[src/rtl/core/swmp_pkg.sv]
// shared types and constants of the square wave melody player
package swmp_pkg;

    // default values of the top level parameters
    localparam int DEF_MAX_NOTES       = 64;
    localparam int DEF_CLOCK_HZ        = 2000000;
    localparam int DEF_TICKS_PER_COUNT = 1024;

    // field widths
    localparam int TEMPO_W    = 10;
    localparam int COUNT_W    = 7;
    localparam int FREQ_W     = 16;
    localparam int LEN_W      = 7;
    localparam int IDX_W      = 6;
    localparam int CFG_IDX_W  = 2;
    localparam int CFG_DATA_W = 10;

    // configuration register indexes
    localparam logic [CFG_IDX_W-1:0] CFG_TEMPO      = 2'd0;
    localparam logic [CFG_IDX_W-1:0] CFG_NOTE_COUNT = 2'd1;

    // configuration reset values
    localparam logic [TEMPO_W-1:0] TEMPO_RST      = 10'd120;
    localparam logic [COUNT_W-1:0] NOTE_COUNT_RST = 7'd64;

    // milliseconds of a whole note at one beat per minute
    localparam int WHOLE_NOTE_MS = 240000;
    localparam int WHOLE_NOTE_W  = $clog2(WHOLE_NOTE_MS + 1);

    // item action codes
    localparam logic ACT_TICK = 1'b0;
    localparam logic ACT_LOAD = 1'b1;

    // tick sequencer states
    typedef enum logic [2:0] {
        S_IDLE,
        S_READ,
        S_HP,
        S_TEMPO,
        S_MAG,
        S_UPDATE
    } t_state;

endpackage

[src/rtl/core/swmp_in_if.sv]
// input channel of the melody player: tick and note load items
interface swmp_in_if
    import swmp_pkg::*;
();
    logic                     valid;
    logic                     ready;
    logic                     action;
    logic [IDX_W-1:0]         entry_index;
    logic [FREQ_W-1:0]        entry_freq;
    logic signed [LEN_W-1:0]  entry_length;

    modport source (
        output valid, action, entry_index, entry_freq, entry_length,
        input  ready
    );
    modport sink (
        input  valid, action, entry_index, entry_freq, entry_length,
        output ready
    );
endinterface

[src/rtl/core/swmp_out_if.sv]
// output channel of the melody player: one result item per input item
interface swmp_out_if
    import swmp_pkg::*;
();
    logic             valid;
    logic             ready;
    logic             buzzer_level;
    logic [IDX_W-1:0] note_index;
    logic             note_advanced;

    modport source (
        output valid, buzzer_level, note_index, note_advanced,
        input  ready
    );
    modport sink (
        input  valid, buzzer_level, note_index, note_advanced,
        output ready
    );
endinterface

[src/rtl/core/swmp_div.sv]
// iterative restoring divider, one quotient bit per cycle
module swmp_div
    import swmp_pkg::*;
#(
    parameter int DW = 21
) (
    input  logic          i_clk,
    input  logic          i_rst_n,
    input  logic          i_start,
    input  logic [DW-1:0] i_dividend,
    input  logic [DW-1:0] i_divisor,
    output logic          o_done,
    output logic [DW-1:0] o_quotient
);
    localparam int CW = $clog2(DW);

    logic          r_busy;
    logic          r_done;
    logic [CW-1:0] r_cnt;
    logic [DW-1:0] r_quo;
    logic [DW-1:0] r_rem;
    logic [DW-1:0] r_dvs;

    logic [DW:0]   w_sh;
    logic [DW:0]   w_diff;
    logic          w_ge;

    // shift in the next dividend bit and trial subtract
    always_comb begin
        w_sh   = {r_rem, r_quo[DW-1]};
        w_diff = w_sh - {1'b0, r_dvs};
        w_ge   = (w_sh >= {1'b0, r_dvs});
    end

    // control: busy flag, step counter and done pulse
    always_ff @(posedge i_clk) begin
        if (!i_rst_n) begin
            r_busy <= 1'b0;
            r_done <= 1'b0;
            r_cnt  <= '0;
        end else begin
            r_done <= 1'b0;
            if (i_start) begin
                r_busy <= 1'b1;
                r_cnt  <= CW'(DW - 1);
            end else if (r_busy) begin
                if (r_cnt == '0) begin
                    r_busy <= 1'b0;
                    r_done <= 1'b1;
                end else begin
                    r_cnt <= r_cnt - 1'b1;
                end
            end
        end
    end

    // datapath: remainder and quotient shift register
    always_ff @(posedge i_clk) begin
        if (i_start) begin
            r_quo <= i_dividend;
            r_rem <= '0;
            r_dvs <= i_divisor;
        end else if (r_busy) begin
            r_rem <= w_ge ? w_diff[DW-1:0] : w_sh[DW-1:0];
            r_quo <= {r_quo[DW-2:0], w_ge};
        end
    end

    assign o_done     = r_done;
    assign o_quotient = r_quo;

endmodule

[src/rtl/core/square_wave_melody_player.sv]
// square wave melody player: note table memory, tick sequencer and tone/length counters
//
//  channel    | dir | handshake      | payload
//  -----------+-----+----------------+----------------------------------------------------
//  i_note     | in  | valid / ready  | action, entry_index, entry_freq, entry_length
//  o_res      | out | valid / ready  | buzzer_level, note_index, note_advanced
//  i_cfg_*    | in  | write enable   | i_cfg_idx (0 tempo, 1 note count), i_cfg_wdata
//
// a load item writes the note memory and yields its result in the next cycle
// a tick item takes a memory read, then three passes of the shared bit-serial divider
// (DW = quotient width, one bit a cycle) for the half period, the beat length and the
// note length, then the counter update; one item at a time, and a new item is taken
// only when the output register is empty or its result is being taken
// reset is synchronous and active low; the note memory is not cleared
module square_wave_melody_player
    import swmp_pkg::*;
#(
    parameter int MAX_NOTES       = DEF_MAX_NOTES,
    parameter int CLOCK_HZ        = DEF_CLOCK_HZ,
    parameter int TICKS_PER_COUNT = DEF_TICKS_PER_COUNT
) (
    input  logic                  i_clk,
    input  logic                  i_rst_n,
    input  logic                  i_cfg_we,
    input  logic [CFG_IDX_W-1:0]  i_cfg_idx,
    input  logic [CFG_DATA_W-1:0] i_cfg_wdata,
    swmp_in_if.sink               i_note,
    swmp_out_if.source            o_res
);
    localparam int AW    = $clog2(MAX_NOTES);
    localparam int LW_N  = $clog2(MAX_NOTES + 1);
    localparam int LW    = (LW_N > COUNT_W) ? LW_N : COUNT_W;
    localparam int DW_HZ = $clog2(CLOCK_HZ + 1);
    localparam int DW    = (DW_HZ > WHOLE_NOTE_W) ? DW_HZ : WHOLE_NOTE_W;
    localparam int PW    = $clog2(TICKS_PER_COUNT + 1);
    localparam int XW    = WHOLE_NOTE_W + 2;
    localparam int MW    = FREQ_W + LEN_W;

    // configuration registers
    logic [TEMPO_W-1:0] r_tempo;
    logic [COUNT_W-1:0] r_count;

    // note memory: frequency over length divisor
    logic [MW-1:0]      r_mem [MAX_NOTES];
    logic [MW-1:0]      r_mem_q;

    // sequencer and player state
    t_state             r_state, n_state;
    logic [AW-1:0]      r_cur, n_cur;
    logic [15:0]        r_tone, n_tone;
    logic [15:0]        r_hp;
    logic [PW-1:0]      r_pre, n_pre;
    logic [15:0]        r_lc, n_lc;
    logic [15:0]        r_limit;
    logic               r_level, n_level;
    logic               n_adv;

    // output register
    logic               r_ovalid;
    logic               r_obuz;
    logic [IDX_W-1:0]   r_oidx;
    logic               r_oadv;

    // handshake and decode
    logic               w_in_ready;
    logic               w_in_acc;
    logic               w_tick_acc;
    logic               w_load_acc;
    logic               w_out_taken;

    // divider hookup
    logic               w_div_start;
    logic [DW-1:0]      w_div_dvd;
    logic [DW-1:0]      w_div_dvs;
    logic               w_div_done;
    logic [DW-1:0]      w_div_q;

    // current entry fields
    logic [FREQ_W-1:0]  w_freq;
    logic [LEN_W-1:0]   w_len;
    logic               w_dotted;
    logic [LEN_W-1:0]   w_mag;
    logic               w_len_inf;

    // note length arithmetic
    logic [XW-1:0]      w_q2;
    logic [XW-1:0]      w_x;
    logic [XW-1:0]      w_lim;
    logic [15:0]        w_lim_sat;
    logic [15:0]        w_hp_sat;

    // update arithmetic
    logic [15:0]        w_tone1;
    logic [PW-1:0]      w_pre1;
    logic [15:0]        w_lc1;
    logic [LW-1:0]      w_wrap;
    logic [LW-1:0]      w_next_note;

    assign w_in_acc    = i_note.valid && w_in_ready;
    assign w_tick_acc  = w_in_acc && (i_note.action == ACT_TICK);
    assign w_load_acc  = w_in_acc && (i_note.action == ACT_LOAD);
    assign w_out_taken = r_ovalid && o_res.ready;

    assign w_freq    = r_mem_q[MW-1:LEN_W];
    assign w_len     = r_mem_q[LEN_W-1:0];
    assign w_dotted  = w_len[LEN_W-1];
    assign w_mag     = w_dotted ? (LEN_W'(0) - w_len) : w_len;
    assign w_len_inf = (w_mag == '0) || (r_tempo == '0);

    // configuration writes
    always_ff @(posedge i_clk) begin
        if (!i_rst_n) begin
            r_tempo <= TEMPO_RST;
            r_count <= NOTE_COUNT_RST;
        end else if (i_cfg_we) begin
            case (i_cfg_idx)
                CFG_TEMPO:      r_tempo <= i_cfg_wdata[TEMPO_W-1:0];
                CFG_NOTE_COUNT: r_count <= i_cfg_wdata[COUNT_W-1:0];
                default:        ;
            endcase
        end
    end

    // note memory: load writes, tick reads the current note
    always_ff @(posedge i_clk) begin
        if (w_load_acc && (LW'(i_note.entry_index) < LW'(MAX_NOTES))) begin
            r_mem[AW'(i_note.entry_index)] <= {i_note.entry_freq, i_note.entry_length};
        end
        if (w_tick_acc) begin
            r_mem_q <= r_mem[r_cur];
        end
    end

    // shared divider
    swmp_div #(
        .DW (DW)
    ) u_div (
        .i_clk      (i_clk),
        .i_rst_n    (i_rst_n),
        .i_start    (w_div_start),
        .i_dividend (w_div_dvd),
        .i_divisor  (w_div_dvs),
        .o_done     (w_div_done),
        .o_quotient (w_div_q)
    );

    // next state
    always_comb begin
        n_state = r_state;
        unique case (r_state)
            S_IDLE:   if (w_tick_acc) n_state = S_READ;
            S_READ:   n_state = S_HP;
            S_HP:     if (w_div_done) n_state = S_TEMPO;
            S_TEMPO:  if (w_div_done) n_state = S_MAG;
            S_MAG:    if (w_div_done) n_state = S_UPDATE;
            S_UPDATE: n_state = S_IDLE;
            default:  n_state = S_IDLE;
        endcase
    end

    // sequencer outputs: input ready and divider operands
    always_comb begin
        w_in_ready  = 1'b0;
        w_div_start = 1'b0;
        w_div_dvd   = DW'(CLOCK_HZ);
        w_div_dvs   = DW'({w_freq, 1'b0});
        unique case (r_state)
            S_IDLE: begin
                w_in_ready = !r_ovalid || o_res.ready;
            end
            S_READ: begin
                w_div_start = 1'b1;
            end
            S_HP: begin
                w_div_start = w_div_done;
                w_div_dvd   = DW'(WHOLE_NOTE_MS);
                w_div_dvs   = DW'(r_tempo);
            end
            S_TEMPO: begin
                w_div_start = w_div_done;
                w_div_dvd   = w_div_q;
                w_div_dvs   = DW'(w_mag);
            end
            default: ;
        endcase
    end

    // half period and note length from the divider quotients
    always_comb begin
        w_hp_sat  = (|w_div_q[DW-1:16]) ? 16'hFFFF : w_div_q[15:0];
        w_q2      = XW'(w_div_q) << 1;
        w_x       = w_dotted ? (w_q2 + XW'(w_div_q)) : w_q2;
        w_lim     = w_x - (w_x >> 5) + (w_x >> 7);
        w_lim_sat = (|w_lim[XW-1:16]) ? 16'hFFFF : w_lim[15:0];
    end

    // tone and length counter update for one tick
    always_comb begin
        w_tone1     = r_tone + 16'd1;
        w_pre1      = r_pre + 1'b1;
        w_lc1       = r_lc + 16'd1;
        w_next_note = LW'(r_cur) + 1'b1;
        if (r_count == '0) begin
            w_wrap = LW'(1);
        end else if (LW'(r_count) > LW'(MAX_NOTES)) begin
            w_wrap = LW'(MAX_NOTES);
        end else begin
            w_wrap = LW'(r_count);
        end

        n_level = r_level;
        n_tone  = w_tone1;
        n_pre   = w_pre1;
        n_lc    = r_lc;
        n_cur   = r_cur;
        n_adv   = 1'b0;

        // square wave, rests hold the output low
        if (w_freq == '0) begin
            n_level = 1'b0;
            n_tone  = '0;
        end else if (w_tone1 >= r_hp) begin
            n_tone  = '0;
            n_level = !r_level;
        end

        // prescaler and note length
        if (w_pre1 >= PW'(TICKS_PER_COUNT)) begin
            n_pre = '0;
            if (w_lc1 >= r_limit) begin
                n_lc   = '0;
                n_tone = '0;
                n_adv  = 1'b1;
                n_cur  = (w_next_note >= w_wrap) ? '0 : AW'(w_next_note);
            end else begin
                n_lc = w_lc1;
            end
        end
    end

    // sequencer and player registers
    always_ff @(posedge i_clk) begin
        if (!i_rst_n) begin
            r_state <= S_IDLE;
            r_cur   <= '0;
            r_tone  <= '0;
            r_hp    <= '0;
            r_pre   <= '0;
            r_lc    <= '0;
            r_limit <= '0;
            r_level <= 1'b1;
        end else begin
            r_state <= n_state;
            if (r_state == S_HP && w_div_done) begin
                r_hp <= (w_freq == '0) ? '0 : w_hp_sat;
            end
            if (r_state == S_MAG && w_div_done) begin
                r_limit <= w_len_inf ? 16'hFFFF : w_lim_sat;
            end
            if (r_state == S_UPDATE) begin
                r_cur   <= n_cur;
                r_tone  <= n_tone;
                r_pre   <= n_pre;
                r_lc    <= n_lc;
                r_level <= n_level;
            end
        end
    end

    // output register valid
    always_ff @(posedge i_clk) begin
        if (!i_rst_n) begin
            r_ovalid <= 1'b0;
        end else if (w_load_acc || r_state == S_UPDATE) begin
            r_ovalid <= 1'b1;
        end else if (w_out_taken) begin
            r_ovalid <= 1'b0;
        end
    end

    // output register payload
    always_ff @(posedge i_clk) begin
        if (w_load_acc) begin
            r_obuz <= r_level;
            r_oidx <= IDX_W'(r_cur);
            r_oadv <= 1'b0;
        end else if (r_state == S_UPDATE) begin
            r_obuz <= n_level;
            r_oidx <= IDX_W'(n_cur);
            r_oadv <= n_adv;
        end
    end

    assign i_note.ready        = w_in_ready;
    assign o_res.valid         = r_ovalid;
    assign o_res.buzzer_level  = r_obuz;
    assign o_res.note_index    = r_oidx;
    assign o_res.note_advanced = r_oadv;

endmodule
[src/flat_wrapper.sv]
// flat-port wrapper written by rule: the top's interface ports become plain ports
module square_wave_melody_player_flat import swmp_pkg::*;
#(
    parameter int MAX_NOTES       = DEF_MAX_NOTES,
    parameter int CLOCK_HZ        = DEF_CLOCK_HZ,
    parameter int TICKS_PER_COUNT = DEF_TICKS_PER_COUNT
)
  (i_clk, i_rst_n, i_cfg_we, i_cfg_idx, i_cfg_wdata, i_note_valid, i_note_action, i_note_entry_index, i_note_entry_freq, i_note_entry_length, i_note_ready, o_res_valid, o_res_buzzer_level, o_res_note_index, o_res_note_advanced, o_res_ready);
  swmp_in_if i_note_i ();
  swmp_out_if o_res_i ();
  input  logic i_clk;
  input  logic i_rst_n;
  input  logic i_cfg_we;
  input  logic [CFG_IDX_W-1:0] i_cfg_idx;
  input  logic [CFG_DATA_W-1:0] i_cfg_wdata;
  input wire logic [$bits(i_note_i.valid)-1:0] i_note_valid;
  input wire logic [$bits(i_note_i.action)-1:0] i_note_action;
  input wire logic [$bits(i_note_i.entry_index)-1:0] i_note_entry_index;
  input wire logic [$bits(i_note_i.entry_freq)-1:0] i_note_entry_freq;
  input wire logic [$bits(i_note_i.entry_length)-1:0] i_note_entry_length;
  output wire logic [$bits(i_note_i.ready)-1:0] i_note_ready;
  output wire logic [$bits(o_res_i.valid)-1:0] o_res_valid;
  output wire logic [$bits(o_res_i.buzzer_level)-1:0] o_res_buzzer_level;
  output wire logic [$bits(o_res_i.note_index)-1:0] o_res_note_index;
  output wire logic [$bits(o_res_i.note_advanced)-1:0] o_res_note_advanced;
  input wire logic [$bits(o_res_i.ready)-1:0] o_res_ready;
  assign i_note_i.valid = i_note_valid;
  assign i_note_i.action = i_note_action;
  assign i_note_i.entry_index = i_note_entry_index;
  assign i_note_i.entry_freq = i_note_entry_freq;
  assign i_note_i.entry_length = i_note_entry_length;
  assign i_note_ready = i_note_i.ready;
  assign o_res_valid = o_res_i.valid;
  assign o_res_buzzer_level = o_res_i.buzzer_level;
  assign o_res_note_index = o_res_i.note_index;
  assign o_res_note_advanced = o_res_i.note_advanced;
  assign o_res_i.ready = o_res_ready;
  square_wave_melody_player #(.MAX_NOTES(MAX_NOTES), .CLOCK_HZ(CLOCK_HZ), .TICKS_PER_COUNT(TICKS_PER_COUNT)) u_core (.i_clk(i_clk), .i_rst_n(i_rst_n), .i_cfg_we(i_cfg_we), .i_cfg_idx(i_cfg_idx), .i_cfg_wdata(i_cfg_wdata), .i_note(i_note_i), .o_res(o_res_i));
endmodule
[config.mk]
export PLATFORM = sky130hd
export DESIGN_NAME = square_wave_melody_player_flat
export DESIGN_NICKNAME = d
export VERILOG_FILES = /design/src/rtl/core/swmp_pkg.sv /design/src/rtl/core/swmp_in_if.sv /design/src/rtl/core/swmp_out_if.sv /design/src/rtl/core/swmp_div.sv /design/src/rtl/core/square_wave_melody_player.sv /design/src/flat_wrapper.sv
export SDC_FILE = /design/constraint.sdc
export NUM_CORES = 2
export LEC_CHECK = 0
export BUFFER_PORTS_ARGS = -buffer_cell sky130_fd_sc_hd__buf_4
export CAP_MARGIN = 20
export CELL_PAD_IN_SITES_DETAIL_PLACEMENT = 1
export CELL_PAD_IN_SITES_GLOBAL_PLACEMENT = 1
export CORE_UTILIZATION = 35
export DETAILED_ROUTE_END_ITERATION = 8
export GPL_TIMING_DRIVEN = 1
export HOLD_SLACK_MARGIN = 0.03
export PLACE_DENSITY = 0.56
export SYNTH_ARGS = -nofsm -noshare
export SYNTH_HDL_FRONTEND = slang
export SYNTH_SLANG_ARGS = --single-unit
export TNS_END_PERCENT = 5
[constraint.sdc]
create_clock -name i_clk -period 6.9 [get_ports i_clk]
set_input_delay 1.035 -clock i_clk [delete_from_list [all_inputs] [get_ports i_clk]]
set_output_delay 1.035 -clock i_clk [all_outputs]
set_load 0.02 [all_outputs]
==> results.md <==
* Fillers at 18600
* Crit path max fanout at 15
* TNS Setup at 0 ps
* Required time of the critical path at 7590 ps
* Gpl congestion at 0.753
* GRT overflow at 0
* Vias after detailed routing at 34400
* Power per cell area at 293 nW/µm²
* Vias per std cell at 5.29
* Commonest non-fill, non-tap cell in the layout: edfxtp_1
* Switching Power at 0.00557 W
* Hold Buf Count CTS at 0
* Syn_nets at 3756
* HP Class: reg2reg
* Main synth FF type: edfxtp_1
* Detailed Place HPWL at 105000 µm
* Status: finished clean
* Minimum clock period at 6330 ps
* Max-slew headroom at 24.1%
* Worst Path Class, Setup: reg2reg
* Clock buffer depth at 3
* Drt wl/cell at 28.2 µm
* Synth Register Bits at 1672
* Total power at 0.0231 W
* First-pass GRT wire length at 265000 µm
* Largest net degree at the start of global routing at 115
* P_int at 0.0175 W
* P&R area growth vs syn at 14.6%
* Die area at 198000 µm²
* DIE WIDTH at 445 µm
* Max_cap viols at 0
* Htree depth at 4
* Yosys Warn Count at 0
* Leak at 24.5 nW
* Clock buffer count from CTS at 179
* Setup violators final at 0
* Row cnt at 162
* Core area at 195000 µm²
* Tightest Pin Transition at 1140 ps
* Fin crit share at 91.7%
* Async set-or-reset flop fraction in the synthesized netlist at 0%
* Routed wire length at 183000 µm
* Post-route DRC at 0
* Finished Layout Cells at 6496
* Total Routing Usage GR at 18.6%
* Crit path DAT at 7020 ps
* Commonest non-fill, non-tap cells in the layout: 1540 x edfxtp_1, 483 x mux4_2, 183 x clkbuf_16
* Clk pwr share at 40.9%
* Skew final at 48.0 ps
* Syn Area/Cell at 19.1 µm²
* Reg power frac at 49.0%
* Post-synthesis sequential area ratio at 71.2%
* Drt pass-1 iters at 5
* RSZ-0062 raised after global routing: no
* Final slew viol count at 0
* Worst vdd ir at 0.000208 V
* Chip height at 445 µm
* Worst r2r src: u_core.u_div.o_quotient[1]
* Sw frac at 24.2%
* Vias in the first global route at 36600
* Hold Vio Cnt, Final at 0
* Fmax at 158 MHz
* Share of post-route cells with drive strength above 1 at 24.9%
* Postcts setup bufs at 0
* Logic pwr share at 10.1%
* First DRT Iteration DRCs at 2828
* Initial Utilization at 35.2%
* CTS Sinks at 1672
* Io pins at 57
* Setup crit start: u_core.u_div.o_quotient[1]
* Nets at 3880
* Post-Syn Area at 68600 µm²
* Initial antenna violation count at 14
* Number of flops mapped to enable cells by yosys at 1540
* Post-Syn Instances at 3591
* Post-cts sizing count at 0
* PortBufs at 56
* Hold Crit Start: u_core.r_hp[15]
* Crit start category: flip-flop
* Critical Path Sink Type: flip-flop
* CTS tree: yes
* Worst-Skew Late Latency at 830 ps
* Netlist cell types at 81
* DP Cell Count at 6152
* CTS root buf: clkbuf_16
* CTS clk-pin slew, worst paths at 60 ps
* Routed Antenna Nets at 0
[state kept, by name, summed over array words and instances, names as in the netlist, 3 cells and up]
register / count
u_core.r_tone: 16
u_core.o_res.note_index: 6
u_core.u_div.r_rem: 21
u_core.u_div.o_quotient: 21
u_core.u_div.r_dvs: 17
u_core.r_tempo: 10
u_core.r_pre: 11
u_core.r_count: 7
u_core.r_lc: 16
u_core.r_state: 3
u_core.u_div.r_cnt: 5
u_core.r_cur: 6
u_core.r_mem_q: 23
u_core.r_mem: 1472
u_core.r_hp: 16
u_core.r_limit: 16
[critical path: stages, from the launching register on]
cell and delay (ps):
edfxtp_1 430, ha_1 240, inv_1 70, fa_1 400, or2b_2 320, a21oi_1 290, o221a_4 260, o21ai_0 70
nand2b_1 110, a21o_1 120, a21oi_1 70, xnor2_1 130, mux2_2 320, fa_1 380, ha_1 400, a21o_1 190
a21o_1 170, a221oi_1 500, o31ai_1 200, a21oi_1 280, mux2i_1 230, mux2i_1 90, o22ai_1 220, nand3_2 340
o221a_2 360
[final timing paths]
| check | endpoint | slack [ps] | cells after the start |
|---|---|---|---|
| hold / removal | u_core.r_hp[15] | 460 | 2 |
| hold reg to reg | u_core.r_hp[15] | 460 | 2 |
| setup reg to reg | u_core.r_limit[4] | 570 | 24 |
| setup / recovery | u_core.r_limit[4] | 570 | 24 |
[power by group through the flow]
stage | clock (W) | sequential, W | combinational, W
6_report | 0.00943 | 0.0113 | 0.00233
4_1_cts | 0.00966 | 0.0113 | 0.00237
3_5_place_dp | 0 | 0.0115 | 0.00236
5_1_grt | 0.0100 | 0.0113 | 0.00261
3_3_place_gp | 0 | 0.0115 | 0.00233
2_1_floorplan | 0 | 0.0115 | 0.00168
[Yosys cell counts (all sizes together) (11+ instances only)]
| cell | instances | area share (%) |
|---|---|---|
| a211oi | 20 | 0.23 |
| a21o | 44 | 0.50 |
| a21oi | 114 | 0.83 |
| and2 | 11 | 0.10 |
| and3 | 33 | 0.30 |
| buf | 59 | 0.34 |
| clkbuf | 118 | 0.67 |
| dfxtp | 132 | 3.8 |
| edfxtp | 1540 | 67 |
| fa | 12 | 0.35 |
| ha | 106 | 1.9 |
| inv | 92 | 0.50 |
| mux2i | 27 | 0.41 |
| mux4 | 483 | 16 |
| nand2 | 132 | 0.73 |
| nand2b | 23 | 0.21 |
| nand3 | 42 | 0.31 |
| nand3b | 23 | 0.25 |
| nand4 | 16 | 0.15 |
| nor2 | 191 | 1.0 |
| nor2b | 21 | 0.19 |
| nor3 | 19 | 0.14 |
| o211ai | 20 | 0.22 |
| o21ai | 79 | 0.58 |
| o221a | 17 | 0.29 |
| xnor2 | 46 | 0.59 |
| xor2 | 47 | 0.61 |
[final cells by class]
cell class,count,area [µm²],area share [%]
repair buffers,120,1190,1.52
inverters,93,349,0.444
multi-input cells,1649,19200,24.4
clock inverters,103,955,1.21
flip-flops and latches,1672,48900,62.2
well taps,2624,3280,4.17
clock buffers,229,4760,6.05
diodes,6,15.0,0.0191
[stage by stage]
step | utilization [%] | hold slack [ps] | setup slack [ps] | area (µm²)
global placement | 37.3 | 443 | 661 | 72600
floorplan | - | 432 | 1230 | 68600
detailed placement | 37.4 | 447 | 533 | 72800
CTS | 40.3 | 401 | 500 | 78500
global route | 40.4 | 444 | 172 | 78700
finish | 40.4 | 458 | 570 | 78700
[cells by family (layout without fill, tap and decap cells)]
group | Yosys count | after routing | share of synthesized area (%)
muxes | 520 | 520 | 16.4
DFF | 1672 | 1672 | 71.2
AOI/OAI and AO/OA | 364 | 364 | 3.48
xor gates and xnor gates | 93 | 93 | 1.20
buffers and inverters | 270 | 545 | 1.52
other | 0 | 6 | 0
adders and majority gates | 118 | 118 | 2.28
and+or+nand+nor | 554 | 554 | 3.89
[metal layers]
layer / routed length, µm / global-route usage, %
met5: 45 / 0
met2: 89900 / 30.5
met1: 81700 / 25.8
met3: 8040 / 2.98
met4: 3440 / 4.23
No activity file was read; power rests on OpenSTA's default activity.
